File: config.mk
export PLATFORM = sky130hd
export DESIGN_NAME = utf8_to_atascii_decoder_unit
export DESIGN_NICKNAME = d
export VERILOG_FILES = /design/src/rtl/u2a_pkg.sv /design/src/rtl/u2a_decode.sv /design/src/rtl/u2a_out_reg.sv /design/src/rtl/utf8_to_atascii_decoder_unit.sv
export SDC_FILE = /design/constraint.sdc
export NUM_CORES = 1
export LEC_CHECK = 0
export BUFFER_PORTS_ARGS = -buffer_cell sky130_fd_sc_hd__buf_2
export CELL_PAD_IN_SITES_DETAIL_PLACEMENT = 0
export CELL_PAD_IN_SITES_GLOBAL_PLACEMENT = 1
export CORE_AREA = 2 2 83 85
export DETAILED_ROUTE_END_ITERATION = 6
export DIE_AREA = 0 0 85 87
export PLACE_DENSITY_LB_ADDON = 0.1
export SLEW_MARGIN = 20
export SYNTH_ARGS = -nofsm -noshare
export SYNTH_HDL_FRONTEND = slang
export SYNTH_HIERARCHICAL = 1
export SYNTH_SLANG_ARGS = --single-unit
File: constraint.sdc
create_clock -name i_clk -period 8.8 [get_ports i_clk]
set_input_delay 0.88 -clock i_clk [delete_from_list [all_inputs] [get_ports i_clk]]
set_output_delay 0.88 -clock i_clk [all_outputs]
set_load 0.02 [all_outputs]
File: src/rtl/u2a_pkg.sv
// u2a_pkg: shared constants, result type and decode helpers for the
// utf-8 to atascii decoder. No dependencies.
`default_nettype none

package u2a_pkg;

    localparam int BYTE_W  = 8;
    localparam int ACCUM_W = 16;
    localparam int LEFT_W  = 3;

    localparam logic [BYTE_W-1:0]  LINE_FEED   = 8'h0a;
    localparam logic [BYTE_W-1:0]  ATASCII_EOL = 8'd155;
    localparam logic [BYTE_W-1:0]  HIGH_BIT    = 8'h80;
    localparam logic [5:0]         CONT_MASK   = 6'h3f;
    localparam logic [ACCUM_W-1:0] CHECK_MASK  = 16'hfc80;
    localparam logic [ACCUM_W-1:0] CHECK_VALUE = 16'he080;

    // one result transaction
    typedef struct packed {
        logic [BYTE_W-1:0] out_char;
        logic              char_valid;
        logic              truncated;
        logic              stream_done;
    } t_u2a_result;

    // count of 1 bits directly below bit 7, scanning downward
    function automatic logic [LEFT_W-1:0] lead_count(input logic [BYTE_W-1:0] b);
        logic [LEFT_W-1:0] n;
        logic              run;
        n   = '0;
        run = 1'b1;
        for (int i = BYTE_W - 2; i >= 0; i--) begin
            if (run && b[i]) begin
                n = n + LEFT_W'(1);
            end else begin
                run = 1'b0;
            end
        end
        return n;
    endfunction

    // payload bits left in a lead byte; leads 0xfe and 0xff carry none
    function automatic logic [BYTE_W-1:0] payload_mask(input logic [LEFT_W-1:0] n);
        logic [BYTE_W-1:0] m;
        case (n)
            3'd0:    m = 8'h3f;
            3'd1:    m = 8'h1f;
            3'd2:    m = 8'h0f;
            3'd3:    m = 8'h07;
            3'd4:    m = 8'h03;
            3'd5:    m = 8'h01;
            default: m = 8'h00;
        endcase
        return m;
    endfunction

    // accumulated code maps to a character: bits 15:10 and bit 7 match CHECK_VALUE
    function automatic logic code_matches(input logic [ACCUM_W-1:0] acc);
        return (acc & CHECK_MASK) == CHECK_VALUE;
    endfunction

endpackage

`default_nettype wire

File: src/rtl/u2a_decode.sv
// u2a_decode: sequence state registers and the per-byte decode logic.
// Depends on u2a_pkg.
`default_nettype none

module u2a_decode (
    input  wire logic                       i_clk,
    input  wire logic                       i_rst_n,
    input  wire logic                       i_advance,
    input  wire logic [u2a_pkg::BYTE_W-1:0] i_in_byte,
    input  wire logic                       i_stream_end,
    output u2a_pkg::t_u2a_result            o_result,
    output logic                            o_has_result
);
    import u2a_pkg::*;

    logic [LEFT_W-1:0]  r_left, n_left;
    logic [ACCUM_W-1:0] r_accum, n_accum;
    logic [LEFT_W-1:0]  lead_n;
    logic [ACCUM_W-1:0] acc_next;
    logic [LEFT_W-1:0]  left_next;
    logic               have_char;
    logic [BYTE_W-1:0]  ch;

    assign lead_n = lead_count(i_in_byte);

    // classify the byte and update the code accumulator
    always_comb begin
        acc_next  = r_accum;
        left_next = r_left;
        have_char = 1'b0;
        ch        = '0;
        if (r_left != '0) begin
            acc_next  = {r_accum[ACCUM_W-7:0], i_in_byte[5:0] & CONT_MASK};
            left_next = r_left - LEFT_W'(1);
            if (left_next == '0 && code_matches(acc_next)) begin
                have_char = 1'b1;
                ch        = acc_next[BYTE_W-1:0];
            end
        end else if (i_in_byte == LINE_FEED) begin
            have_char = 1'b1;
            ch        = ATASCII_EOL;
        end else if (i_in_byte < HIGH_BIT) begin
            have_char = 1'b1;
            ch        = i_in_byte;
        end else begin
            acc_next  = ACCUM_W'(i_in_byte & payload_mask(lead_n));
            left_next = lead_n;
            if (lead_n == '0 && code_matches(acc_next)) begin
                have_char = 1'b1;
                ch        = acc_next[BYTE_W-1:0];
            end
        end
    end

    // end of stream flags truncation and clears the sequence state
    always_comb begin
        n_accum              = acc_next;
        n_left               = left_next;
        o_result.out_char    = ch;
        o_result.char_valid  = have_char;
        o_result.truncated   = i_stream_end && (left_next != '0);
        o_result.stream_done = i_stream_end;
        if (i_stream_end) begin
            n_accum = '0;
            n_left  = '0;
        end
    end

    assign o_has_result = have_char || i_stream_end;

    // sequence state
    always_ff @(posedge i_clk) begin
        if (!i_rst_n) begin
            r_left  <= '0;
            r_accum <= '0;
        end else if (i_advance) begin
            r_left  <= n_left;
            r_accum <= n_accum;
        end
    end

endmodule

`default_nettype wire

File: src/rtl/u2a_out_reg.sv
// u2a_out_reg: result register holding one transaction until the sink takes it.
// Depends on u2a_pkg.
`default_nettype none

module u2a_out_reg (
    input  wire logic                 i_clk,
    input  wire logic                 i_rst_n,
    input  wire logic                 i_load,
    input  wire u2a_pkg::t_u2a_result i_result,
    input  wire logic                 i_out_stall,
    output logic                      o_out_valid,
    output u2a_pkg::t_u2a_result      o_result
);
    import u2a_pkg::*;

    logic        r_valid;
    t_u2a_result r_result;

    // valid flag: set on load, cleared when the sink takes the transaction
    always_ff @(posedge i_clk) begin
        if (!i_rst_n) begin
            r_valid <= 1'b0;
        end else if (i_load) begin
            r_valid <= 1'b1;
        end else if (!i_out_stall) begin
            r_valid <= 1'b0;
        end
    end

    // payload
    always_ff @(posedge i_clk) begin
        if (i_load) begin
            r_result <= i_result;
        end
    end

    assign o_out_valid = r_valid;
    assign o_result    = r_result;

endmodule

`default_nettype wire

File: src/rtl/utf8_to_atascii_decoder_unit.sv
// utf8_to_atascii_decoder_unit: one utf-8 byte per transaction in, atascii out.
// Accepted bytes go through the input register into the decode, which loads the
// result register when the held byte advances. Throughput: one byte per cycle,
// unless a byte with a result waits on a full, stalled result register.
// Bytes that give no result are consumed without touching the output side.
// Reset: synchronous active low, clears both valid flags and sequence state.
// Depends on u2a_pkg, u2a_decode and u2a_out_reg.
`default_nettype none

module utf8_to_atascii_decoder_unit (
    input  wire logic                       i_clk,
    input  wire logic                       i_rst_n,
    input  wire logic                       i_in_valid,
    output logic                            o_in_stall,
    input  wire logic [u2a_pkg::BYTE_W-1:0] i_in_byte,
    input  wire logic                       i_stream_end,
    output logic                            o_out_valid,
    input  wire logic                       i_out_stall,
    output logic [u2a_pkg::BYTE_W-1:0]      o_out_char,
    output logic                            o_char_valid,
    output logic                            o_truncated,
    output logic                            o_stream_done
);
    import u2a_pkg::*;

    logic              r_in_valid;
    logic [BYTE_W-1:0] r_in_byte;
    logic              r_in_end;
    logic              advance;
    logic              has_result;
    t_u2a_result       dec_result;
    t_u2a_result       out_result;

    // held byte moves on when it has no result or the result register frees up
    assign advance    = r_in_valid && (!has_result || !o_out_valid || !i_out_stall);
    assign o_in_stall = r_in_valid && !advance;

    // input register
    always_ff @(posedge i_clk) begin
        if (!i_rst_n) begin
            r_in_valid <= 1'b0;
        end else if (!o_in_stall) begin
            r_in_valid <= i_in_valid;
        end
    end

    always_ff @(posedge i_clk) begin
        if (i_in_valid && !o_in_stall) begin
            r_in_byte <= i_in_byte;
            r_in_end  <= i_stream_end;
        end
    end

    // decode
    u2a_decode u_decode (
        .i_clk        (i_clk),
        .i_rst_n      (i_rst_n),
        .i_advance    (advance),
        .i_in_byte    (r_in_byte),
        .i_stream_end (r_in_end),
        .o_result     (dec_result),
        .o_has_result (has_result)
    );

    // result register
    u2a_out_reg u_out_reg (
        .i_clk       (i_clk),
        .i_rst_n     (i_rst_n),
        .i_load      (advance && has_result),
        .i_result    (dec_result),
        .i_out_stall (i_out_stall),
        .o_out_valid (o_out_valid),
        .o_result    (out_result)
    );

    assign o_out_char    = out_result.out_char;
    assign o_char_valid  = out_result.char_valid;
    assign o_truncated   = out_result.truncated;
    assign o_stream_done = out_result.stream_done;

endmodule

`default_nettype wire

Word level (Yosys, flattened, before mapping)
Index checks and enable logic that the tools add are counted.

Register bits: 35. Input bits: 13. Output and inout port bits: 13. Word-level logic and storage cells: 93.

Add/subtract/negate cells: 7. $lt $le $gt $ge: 1. Equality and inequality tests: 11. Mux-type cells: 37. Bitwise gates (word level): 1. Reductions and logical operators: 26.

Operators by type and width (number): 8-bit two-way mux (8); 10-bit two-way mux (4); 6-bit one-hot mux with 6 select lines (1); 3-bit two-way mux (10); 3-bit by 1-bit adder with 3-bit output (second input constant) (6); 7-bit equality test (second input constant) (2); 1-bit two-way mux (14); 1-bit logical AND (13); 8-bit bitwise AND (1); 8-bit by 4-bit equality test with 1-bit output (second input constant) (1); 8-bit < comparator (second input constant) (1); 3-bit by 2-bit equality test with 1-bit output (second input constant) (2); 3-bit equality test (second input constant) (2); 3-bit logical NOT (2); 3-bit by 2-bit != test with 1-bit output (second input constant) (2); 3-bit nonzero test (2); 1-bit logical NOT (5); 3-bit by 1-bit equality test with 1-bit output (second input constant) (1); 1-bit logical OR (3); 3-bit AND reduction (1); 3-bit by 1-bit subtractor with 3-bit output (second input constant) (1); 2-bit by 1-bit != test with 1-bit output (second input constant) (1).

Logic depth before layout (Yosys ltp)
Gate-level depths: netlist (run 1).

Depth in word-level cells: 34. Depth in mapped cells: 16. Gate-level depth less buffers: 15.

By module
Netlist (run 1), hierarchy kept.

By module, submodules not included: u2a_decode (instances 1, cells each 147, area an instance 1203.7 µm², sequential area each 260.2 µm²); u2a_out_reg (instances 1, cells each 14, area an instance 361.6 µm², sequential area each 350.3 µm²); utf8_to_atascii_decoder_unit (instances 1, cells each 17, area an instance 334.1 µm², sequential area each 290.3 µm²).

Least setup slack after synthesis (run 1)
Ideal clock, no wire load.

Kind: reg2reg. Start point: register r_in_byte[5]. End point: register u_out_reg.r_result, in the netlist u_out_reg/o_result[1], data pin. Setup time: 0.259 ns. Arrival time: 2.679 ns. Required time: 8.541 ns. Setup slack: 5.862 ns. Stages on the path, launching flop included: 16. Buffers on the path: 0. Period minus slack after synthesis: 2.938 ns. Path through: edfxtp_1 > nand2_1 > inv_1 > ha_1 > inv_1 > a31oi_1 > ha_1 > nor2_1 > mux2i_1 > o21ai_0 > ha_1 > mux2i_1 > nand4_1 > a31oi_1 > a21oi_1 > o31a_1.

RTL lines: from (decl) (line utf8_to_atascii_decoder_unit.sv:27) `logic [BYTE_W-1:0] r_in_byte;`; from (signal assigned) (line utf8_to_atascii_decoder_unit.sv:49) `r_in_byte <= i_in_byte;`; to (signal assigned) (line u2a_out_reg.sv:33) `r_result <= i_result;`; to (decl) (line u2a_out_reg.sv:17) `t_u2a_result r_result;`.

==> results of run 1 <==
==> per-layer routing <==
| layer | global-route usage | wire, um |
|---|---|---|
| met5 | 0 | 0 |
| met2 | 0.2081 | 2086 |
| met4 | 0.04329 | 53 |
| met3 | 0.03033 | 254 |
| met1 | 0.1586 | 2035 |
==> worst max-delay path, delay by kind of cell, from the launching register on <==
family,cells,cell delay (ns)
AOI/OAI and AO/OA,6,1.25
adders and majority gates,3,0.89
buffers and inverters,2,0.12
DFF,1,0.52
muxes,2,0.21
and+or+nand+nor,2,0.24
==> final timing paths <==
check,start,to,slack (ns),cells after the start
min,u_decode/r_accum[4]$_SDFFE_PN0P_,u_decode/r_accum[4]$_SDFFE_PN0P_,0.49,1
min reg2reg,u_decode/r_accum[4]$_SDFFE_PN0P_,u_decode/r_accum[4]$_SDFFE_PN0P_,0.49,1
max reg2reg,r_in_byte[4]$_DFFE_PP_,u_out_reg/o_result[1]$_DFFE_PP_,5.32,15
max,r_in_byte[4]$_DFFE_PP_,u_out_reg/o_result[1]$_DFFE_PP_,5.32,15
==> power breakdown <==
group          switching [mW]  internal [mW]
Sequential            0.00726          0.180
Combinational          0.0254         0.0162
Clock                  0.0530         0.0713
Total                  0.0856          0.268
==> sequential cells by signal (all words and copies together), names as in the netlist <==
name,cells
r_in_byte,8
r_in_end,1
u_decode/r_accum,10
r_in_valid,1
u_decode/r_left,3
u_out_reg/o_out_valid,1
u_out_reg/o_result,11
==> placed cells by master, fill, tap and decap left out, types with 2 or more instances in the layout <==
| cell | Yosys | final |
|---|---|---|
| buf_2 | 2 | 25 |
| a21oi_1 | 4 | 4 |
| nand4b_1 | 2 | 2 |
| o21ai_1 | 3 | 3 |
| mux2i_1 | 2 | 2 |
| a31oi_1 | 4 | 4 |
| nor2b_1 | 10 | 9 |
| and3_1 | 2 | 2 |
| ha_1 | 8 | 8 |
| nor2_1 | 6 | 6 |
| and2_1 | 10 | 10 |
| nand3_1 | 2 | 2 |
| dfxtp_1 | 15 | 15 |
| o21a_1 | 2 | 2 |
| clkbuf_8 | 0 | 7 |
| a32o_1 | 5 | 5 |
| nand2_1 | 18 | 18 |
| nand4_1 | 3 | 3 |
| edfxtp_1 | 20 | 20 |
| a211oi_1 | 2 | 2 |
| a21boi_1 | 2 | 2 |
| a22oi_1 | 4 | 4 |
| inv_1 | 9 | 9 |
| nor3b_1 | 2 | 2 |
| nand2b_1 | 4 | 4 |
| o21ai_0 | 6 | 6 |
| o2111ai_4 | 2 | 2 |
| and4_1 | 3 | 3 |
==> Yosys cell counts, types with 2 or more instances <==
| cell type | n | share of area |
|---|---|---|
| a211oi_1 | 2 | 0.0079 |
| o21ai_0 | 6 | 0.016 |
| nand3_1 | 2 | 0.0053 |
| nand4b_1 | 2 | 0.0092 |
| inv_1 | 9 | 0.018 |
| o21a_1 | 2 | 0.0079 |
| nand2b_1 | 4 | 0.013 |
| nor2_1 | 6 | 0.012 |
| o21ai_1 | 3 | 0.0079 |
| a22oi_1 | 4 | 0.016 |
| a32o_1 | 5 | 0.026 |
| nor3b_1 | 2 | 0.0079 |
| a31oi_1 | 4 | 0.013 |
| o2111ai_4 | 2 | 0.028 |
| and3_1 | 2 | 0.0066 |
| buf_2 | 2 | 0.0053 |
| nand4_1 | 3 | 0.0099 |
| and4_1 | 3 | 0.014 |
| mux2i_1 | 2 | 0.011 |
| nand2_1 | 18 | 0.036 |
| clkbuf_1 | 2 | 0.0040 |
| ha_1 | 8 | 0.053 |
| nor2b_1 | 10 | 0.033 |
| a21boi_1 | 2 | 0.0079 |
| buf_6 | 2 | 0.012 |
| dfxtp_1 | 15 | 0.16 |
| a21oi_1 | 4 | 0.011 |
| and2_1 | 10 | 0.033 |
| edfxtp_1 | 20 | 0.32 |
| buf_4 | 3 | 0.012 |
==> cells by family (layout without fill, tap and decap cells) <==
group	Yosys count	in the layout	synth area share
buffers and inverters	18	42	0.05072
AND/OR/NAND/NOR	68	68	0.2075
flip-flops	35	35	0.4743
multiplexers	2	2	0.01054
XOR/XNOR	1	1	0.004612
AO/OA/AOI/OAI	46	46	0.1996
adder cells (fa/ha/maj)	8	8	0.05270
==> cell type report <==
type	count	area (um^2)
Clock buffer	8	100.1
Fill cell	676	4404
Inverter	9	33.78
Multi-Input combinational cell	125	904.6
Sequential cell	35	900.9
Tap cell	80	100.1
Timing Repair Buffer	25	125.1
==> impl_metrics.tcl, run 1 <==
set metrics [dict create \
    fin_crit_ns 3.481 \
    cp-end-kind "flip-flop" \
    cp_common_cell "ha_1" \
    yosys_warnings 6 \
    yosysUniqueCellTypes 49 \
    insertion_delay_ns 0.28 \
    drv_slew 0 \
    hold_viol 0 \
    fin_util 0.3295 \
    path_clk_slew_ns 0.06 \
    synth_edf_count 20 \
    synthesis.area_mm2 0.001899 \
    vias 1457 \
    cts-resized-gates 0 \
    core_mm2 0.006569 \
    boundaryPins 26 \
    slowest_delay_ns 0.52 \
    rsz0062_at_grt "no" \
    detail_route.iter0.violations 65 \
    fin_nets 222 \
    fin_tns_setup_ns 0 \
    syn_area_per_cell_um2 10.67 \
    drive_above_1_share 0.1980 \
    synth_ff_type "edfxtp_1" \
    postCtsHoldBufs 0 \
    syn_to_final_growth_pct 13.97 \
    crit_path_start_kind "flip-flop" \
    dpl.hpwl_um 3392 \
    grt_usage 0.1250 \
    root_buffer "clkbuf_8" \
    timing.fmax_ghz 0.2873 \
    clock_sinks 35 \
    postCtsSetupBuffers 0 \
    status "finished, final reports clean" \
    crit_fanout 9 \
    drc 0 \
    start_util 0.2891 \
    antennaDiodeCount 0 \
    place_ws_ns 5.324 \
    grt_pass1_wl_um 7141 \
    p_leak_nw 0.8222 \
    grt_max_degree 14 \
    dp.cells 274 \
    setup_viol 0 \
    antenna_found_initial 0 \
    final_area_mm2 0.002165 \
    firstDrtPassIters 4 \
    h-tree-depth 2 \
    ir_drop_v 0.00008297 \
    grt_overflow_total 0 \
    cap_violations 0 \
    crit_required_ns 8.83 \
    viasPerCell 5.167 \
    power_density_mw_per_mm2 163.3 \
    stdcell_count 282 \
    synth_nets 199 \
    crit_type "flip-flop to flip-flop" \
    ant_nets 0 \
    wl_per_cell_um 15.71 \
    crit_arrival_ns 3.51 \
    path_cells "inv_1, a21oi_1, ha_1, inv_1, a31oi_1, ha_1, nor2_1, mux2i_1, o21ai_0, ha_1, mux2i_1, nand4_1, a31oi_1, a21oi_1, o31a_1" \
    finalCritPeriodShare 0.3955 \
    synth_seq_cells 35 \
    rows 30 \
    drt-total-wl_um 4429 \
    total_power_uw 353.5 \
    cts_buffers 5 \
    slew_headroom 0.3108 \
    grt_pass1_vias 1398 \
    cts_tree "done" \
    hp-class "flip-flop to flip-flop" \
    place_area_mm2 0.002062 \
    syn-instance-count 178 \
    yosysSeqAreaShare 0.4743 \
    async_flop_share 0 \
    critPathSlowestCell "edfxtp_1" \
    die_h_um 87 \
    cts_buffer_depth 2 \
    gp_congestion 0.8056 \
    tightest_slew_ns 1.034 \
    io_buffers 25 \
    die_x_um 85 \
    setup_ws_ns 5.319 \
    holdWs_ns 0.4865 \
    die-area_mm2 0.007395 \
    clock_skew_ns 0.003095 \
]
Power figures use the tool's default switching activity.
==> run 2: changes to the inputs <==
==> constraint.sdc (replaced) <==
create_clock -name i_clk -period 2.83 [get_ports i_clk]
set_input_delay 0.283 -clock i_clk [delete_from_list [all_inputs] [get_ports i_clk]]
set_output_delay 0.283 -clock i_clk [all_outputs]
set_load 0.02 [all_outputs]
==> run 2 against run 1 <==
Net effect:
- the flow now finishes with violations (setup timing)
- design area is 15% higher
- largest power group unchanged
- critical endpoint unchanged
- sequential power grew to 3.1 times the previous value
- power grew to 3.3 times the previous value
- critical path type unchanged
- highest routed layer unchanged
==> impl_metrics.tcl, run 2 (synthesis results as in run 1) <==
set metrics [dict create \
    hold_viol 0 \
    cts_tree "done" \
    crit_fanout 4 \
    grt_overflow_total 0 \
    firstDrtPassIters 4 \
    cts_buffer_depth 2 \
    setup_ws_ns -0.02140 \
    hp-class "input pin to flip-flop" \
    cap_violations 0 \
    place_ws_ns -0.2256 \
    insertion_delay_ns 0.29 \
    multiInputGateArea_um2 996.0 \
    gp_congestion 0.8739 \
    fillers 657 \
    fin_crit_ns 2.851 \
    die-area_mm2 0.007395 \
    antenna_found_initial 0 \
    drt-total-wl_um 4889 \
    worst-r2r-setup-slack_ns -0.02 \
    ir_drop_v 0.0001958 \
    tightest_slew_ns 0.5826 \
    fin_nets 252 \
    cts_buffers 5 \
    setup_viol 1 \
    grt_pass1_wl_um 7969 \
    rsz0062_at_grt "yes" \
    total_power_mw 1.171 \
    timing.fmax_ghz 0.3507 \
    h-tree-depth 2 \
    power_density_mw_per_mm2 471.9 \
    crit_arrival_ns 2.90 \
    antennaDiodeCount 0 \
    detail_route.iter0.violations 78 \
    grt_max_degree 12 \
    fin_tns_setup_ns -0.02140 \
    clock_sinks 35 \
    final_cell_mix "buf_4 (30), buf_2 (25), edfxtp_1 (20), nand2_1 (17), dfxtp_1 (15)" \
    clock_skew_ns 0.01050 \
    die_x_um 85 \
    grt_pass1_vias 1546 \
    core_mm2 0.006569 \
    die_h_um 87 \
    violations "setup timing" \
    drv_slew 0 \
    crit_path_start_kind "flip-flop" \
    worstHoldStart "i_stream_end" \
    largest_reg_flops 11 \
    ant_nets 0 \
    root_buffer "clkbuf_8" \
    final_area_mm2 0.002481 \
    crit-reg2reg-launch "r_in_byte[5]$_DFFE_PP_" \
    cp-end-kind "flip-flop" \
    path_clk_slew_ns 0.08 \
    p_leak_nw 0.9596 \
    dp.cells 298 \
    wl_per_cell_um 15.67 \
    vias 1562 \
    io_buffers 25 \
    grt_usage 0.1375 \
    rows 30 \
    place_area_mm2 0.002248 \
    slew_headroom 0.6108 \
    boundaryPins 26 \
    crit_required_ns 2.88 \
    fin_util 0.3777 \
    syn_to_final_growth_pct 30.63 \
    start_util 0.2891 \
    postCtsHoldBufs 0 \
    r2r_cells 14 \
    status "finished, violations left" \
    seq_area_um2 900.9 \
    finalCritPeriodShare 1.008 \
    viasPerCell 5.006 \
    min_to "r_in_end$_DFFE_PP_" \
    holdWs_ns 0.1696 \
    dpl.hpwl_um 3611 \
    final_common_cell "buf_4" \
    drc 0 \
    reg2reg_to "u_out_reg/o_result[1]$_DFFE_PP_" \
    drive_above_1_share 0.3750 \
    min_path_cells 1 \
    stdcell_count 312 \
    crit_type "flip-flop to flip-flop" \
]
==> run 2: changes by cell type in the layout (fill, tap and decap cells not counted), moves of 2 or more <==
cell / previous run / this run
ha_1: 8 / 5
a31oi_2: 0 / 2
a31oi_1: 4 / 1
buf_4: 0 / 30
inv_1: 9 / 6
nor2_1: 6 / 4
nor2_2: 0 / 2
inv_2: 0 / 3
ha_4: 0 / 2
==> run 2: cell type report <==
type | instances | share of cell area
clock buffers | 8 | 0.04034
inverters | 9 | 0.01362
multi-input cells | 125 | 0.4014
flip-flops and latches | 35 | 0.3631
well taps | 80 | 0.04034
repair buffers | 55 | 0.1412
==> run 2: power breakdown <==
group / switching, mW / total, mW / internal, mW
clock: 0.183 / 0.406 / 0.222
combinational: 0.103 / 0.190 / 0.0870
sequential: 0.0146 / 0.575 / 0.560
total: 0.301 / 1.17 / 0.869
==> run 2: metal layers <==
metal  GRT usage  share of wire
met2      0.2259           0.49
met5           0              0
met4     0.03175         0.0078
met1      0.1830           0.46
met3     0.03412          0.037
==> run 2: worst max-delay path, cell delays in order, from the launching register on <==
cell,delay [ns]
edfxtp_1,0.44
nand2_2,0.11
inv_2,0.04
ha_1,0.30
inv_2,0.07
a31oi_4,0.09
buf_4,0.14
nand2_1,0.07
nand2_1,0.06
ha_2,0.21
and3b_1,0.20
o2111ai_4,0.28
a211o_1,0.20
a32oi_1,0.10
o31a_1,0.30
==> run 2: timing repair <==
item	4_1_cts	5_1_grt
gates resized for setup	9	10
setup endpoints to repair	7	13
pin swaps	14	13
setup buffers	4	2
==> run 2: worst max path at each step <==
stage,startpoint,end,slack [ns],depth (start not counted)
floorplan,r_in_byte[5]$_DFFE_PP_,u_out_reg/o_result[1]$_DFFE_PP_,0.003,15
global placement,r_in_byte[5]$_DFFE_PP_,u_out_reg/o_result[1]$_DFFE_PP_,-0.13,15
detailed placement,r_in_byte[5]$_DFFE_PP_,u_out_reg/o_result[1]$_DFFE_PP_,-0.23,15
CTS,r_in_byte[5]$_DFFE_PP_,u_out_reg/o_result[1]$_DFFE_PP_,-0.15,14
global route,r_in_byte[5]$_DFFE_PP_,u_out_reg/o_result[1]$_DFFE_PP_,-0.20,15
finish,r_in_byte[5]$_DFFE_PP_,u_out_reg/o_result[1]$_DFFE_PP_,-0.02,14
==> run 3: changes to the inputs <==
--- a/config.mk
+++ b/config.mk
@@ -11,7 +11,7 @@
 export CORE_AREA = 2 2 83 85
 export DETAILED_ROUTE_END_ITERATION = 6
 export DIE_AREA = 0 0 85 87
-export PLACE_DENSITY_LB_ADDON = 0.1
+export PLACE_DENSITY = 0.68
 export SLEW_MARGIN = 20
 export SYNTH_ARGS = -nofsm -noshare
 export SYNTH_HDL_FRONTEND = slang
==> run 3 against run 2 <==
Net effect:
- the run still ends with setup timing left
- global-route usage down 2.0 points
- sequential share of layout area is 0.56 points higher
- flip-flop and latch count stayed put
- critical path type unchanged
- critical endpoint unchanged
- highest routed layer unchanged
==> impl_metrics.tcl, run 3 (synthesis results as in run 1) <==
set metrics [dict create \
    status "finished, violations left" \
    violations "setup timing" \
    clock_skew_ns 0.005547 \
    gp_congestion 0.8923 \
    die_x_um 85 \
    hp-class "input pin to flip-flop" \
    worst-r2r-setup-slack_ns -0.12 \
    switching_share 0.2572 \
    fin_nets 250 \
    start_util 0.2891 \
    core_mm2 0.006569 \
    internal-power_uw 816.2 \
    cts_tree "done" \
    crit-reg2reg-launch "r_in_byte[5]$_DFFE_PP_" \
    viasPerCell 4.977 \
    power_density_mw_per_mm2 449.7 \
    cts_buffers 5 \
    crit_type "flip-flop to flip-flop" \
    fin_crit_ns 2.953 \
    antenna_found_initial 0 \
    p_sw_uw 282.7 \
    fin_tns_setup_ns -0.1225 \
    detail_route.iter0.violations 110 \
    total_power_mw 1.099 \
    rows 30 \
    grt_pass1_wl_um 6900 \
    h-tree-depth 2 \
    vias 1543 \
    boundaryPins 26 \
    crit_cells 14 \
    clock_sinks 35 \
    rsz0062_at_grt "yes" \
    antennaDiodeCount 0 \
    drv_slew 0 \
    critPathSlowestCell "edfxtp_1" \
    drc 0 \
    crit_path_start_kind "flip-flop" \
    root_buffer "clkbuf_8" \
    slew_headroom 0.6621 \
    grt_max_degree 13 \
    die-area_mm2 0.007395 \
    wl_per_cell_um 13.92 \
    dpl.hpwl_um 3210 \
    io_buffers 25 \
    crit_fanout 4 \
    seq_power_share 0.523 \
    firstDrtPassIters 4 \
    grt_pass1_vias 1416 \
    final_cell_mix "buf_4 (28), buf_2 (25), edfxtp_1 (20), nand2_1 (17), dfxtp_1 (15)" \
    largest_reg_flops 11 \
    ir_drop_v 0.0002172 \
    crit_arrival_ns 2.99 \
    final_common_cell "buf_4" \
    crit_family "compound AO/OA/AOI/OAI gates" \
    slowest_delay_ns 0.44 \
    crit_required_ns 2.87 \
    tightest_slew_ns 0.5058 \
    endpoint "u_out_reg/o_result[1]$_DFFE_PP_" \
    grt_overflow_total 0 \
    insertion_delay_ns 0.28 \
    hold_viol 0 \
    crit_buf_inv 2 \
    reg2reg_to "u_out_reg/o_result[1]$_DFFE_PP_" \
    drive_above_1_share 0.3652 \
    clkPwrFrac 0.311 \
    syn_to_final_growth_pct 28.66 \
    grt_usage 0.1179 \
    ant_nets 0 \
    cap_violations 0 \
    setup_viol 1 \
    finalCritPeriodShare 1.043 \
    fin_util 0.3720 \
    fillers 657 \
    drt-total-wl_um 4314 \
    die_h_um 87 \
    p_leak_nw 0.9437 \
    setup_ws_ns -0.1225 \
    cts_buffer_depth 2 \
    path_clk_slew_ns 0.07 \
    combPwrFrac 0.165 \
    timing.fmax_ghz 0.3387 \
    r2r_cells 14 \
    cp-end-kind "flip-flop" \
    crit_start "r_in_byte[5]$_DFFE_PP_" \
    path_cells "buf_4, buf_4, and4_1, nor2b_2, ha_4, nor2_2, mux2i_1, o21ai_1, ha_1, mux2i_1, nand4_1, a31oi_2, a21oi_1, o31a_1" \
]
run 3: worst min path at each step:
stage                                     startpoint                          endpoint  slack [ns]  cells after the start
CTS                                     i_in_byte[2]            r_in_byte[2]$_DFFE_PP_        0.17                      1
detailed placement                      i_in_byte[2]            r_in_byte[2]$_DFFE_PP_        0.46                      1
global placement    u_decode/r_accum[4]$_SDFFE_PN0P_  u_decode/r_accum[4]$_SDFFE_PN0P_        0.46                      1
floorplan                               i_in_byte[0]            r_in_byte[0]$_DFFE_PP_        0.38                      0
finish                                  i_in_byte[1]            r_in_byte[1]$_DFFE_PP_        0.18                      1
global route                            i_in_byte[5]            r_in_byte[5]$_DFFE_PP_        0.17                      1
run 3: cell type report:
| class | count | area (um^2) | area share |
|---|---|---|---|
| inverters | 9 | 33.78 | 0.01382 |
| clock inverters | 1 | 5.005 | 0.002048 |
| well taps | 80 | 100.1 | 0.04096 |
| repair buffers | 53 | 335.3 | 0.1372 |
| multi-input cells | 125 | 992.2 | 0.4060 |
| clock buffers | 7 | 76.32 | 0.03123 |
| flip-flops and latches | 35 | 900.9 | 0.3687 |
run 3: worst register-to-register path, cell delays in order (launching register included):
cell and delay [ns]:
edfxtp_1 0.44, buf_4 0.17, buf_4 0.14, and4_1 0.19
nor2b_2 0.16, ha_4 0.22, nor2_2 0.07, mux2i_1 0.08
o21ai_1 0.14, ha_1 0.25, mux2i_1 0.13, nand4_1 0.14
a31oi_2 0.22, a21oi_1 0.06, o31a_1 0.29
run 3: power by group through the flow:
stage | logic [mW] | clock network [mW] | registers (mW)
2_1_floorplan | 0.0915 | 0 | 0.593
4_1_cts | 0.167 | 0.351 | 0.575
6_report | 0.182 | 0.342 | 0.575
3_5_place_dp | 0.162 | 0 | 0.586
5_1_grt | 0.200 | 0.373 | 0.577
3_3_place_gp | 0.162 | 0 | 0.586
run 3: what timing repair did:
action                                  CTS  global route
buffers inserted                          2             2
hold buffers                              0             0
gates resized for setup                   2            18
pin swaps                                 4             9
endpoints found under the setup margin    1             9
run 3: per-stage QoR:
stage                     hold slack (ns)  std cells  cell area, um^2  worst slack [ns]
after floorplan                    0.3819        178             1906          0.003493
after global placement             0.4616        298             2248          -0.09333
after detailed placement           0.4618        298             2248           -0.1551
after CTS                          0.1701        308             2351           -0.1188
after global routing               0.1688        310             2444           -0.2853
final                              0.1756        310             2444           -0.1225
run 3: layer usage:
metal  vias up  global-route usage  part of all wire
met3         7             0.02654             0.043
met1       736              0.1611              0.50
met2        39              0.1847              0.45
met4         0             0.04040             0.016
met5         -                   0                 0
li1        761                   -                 -
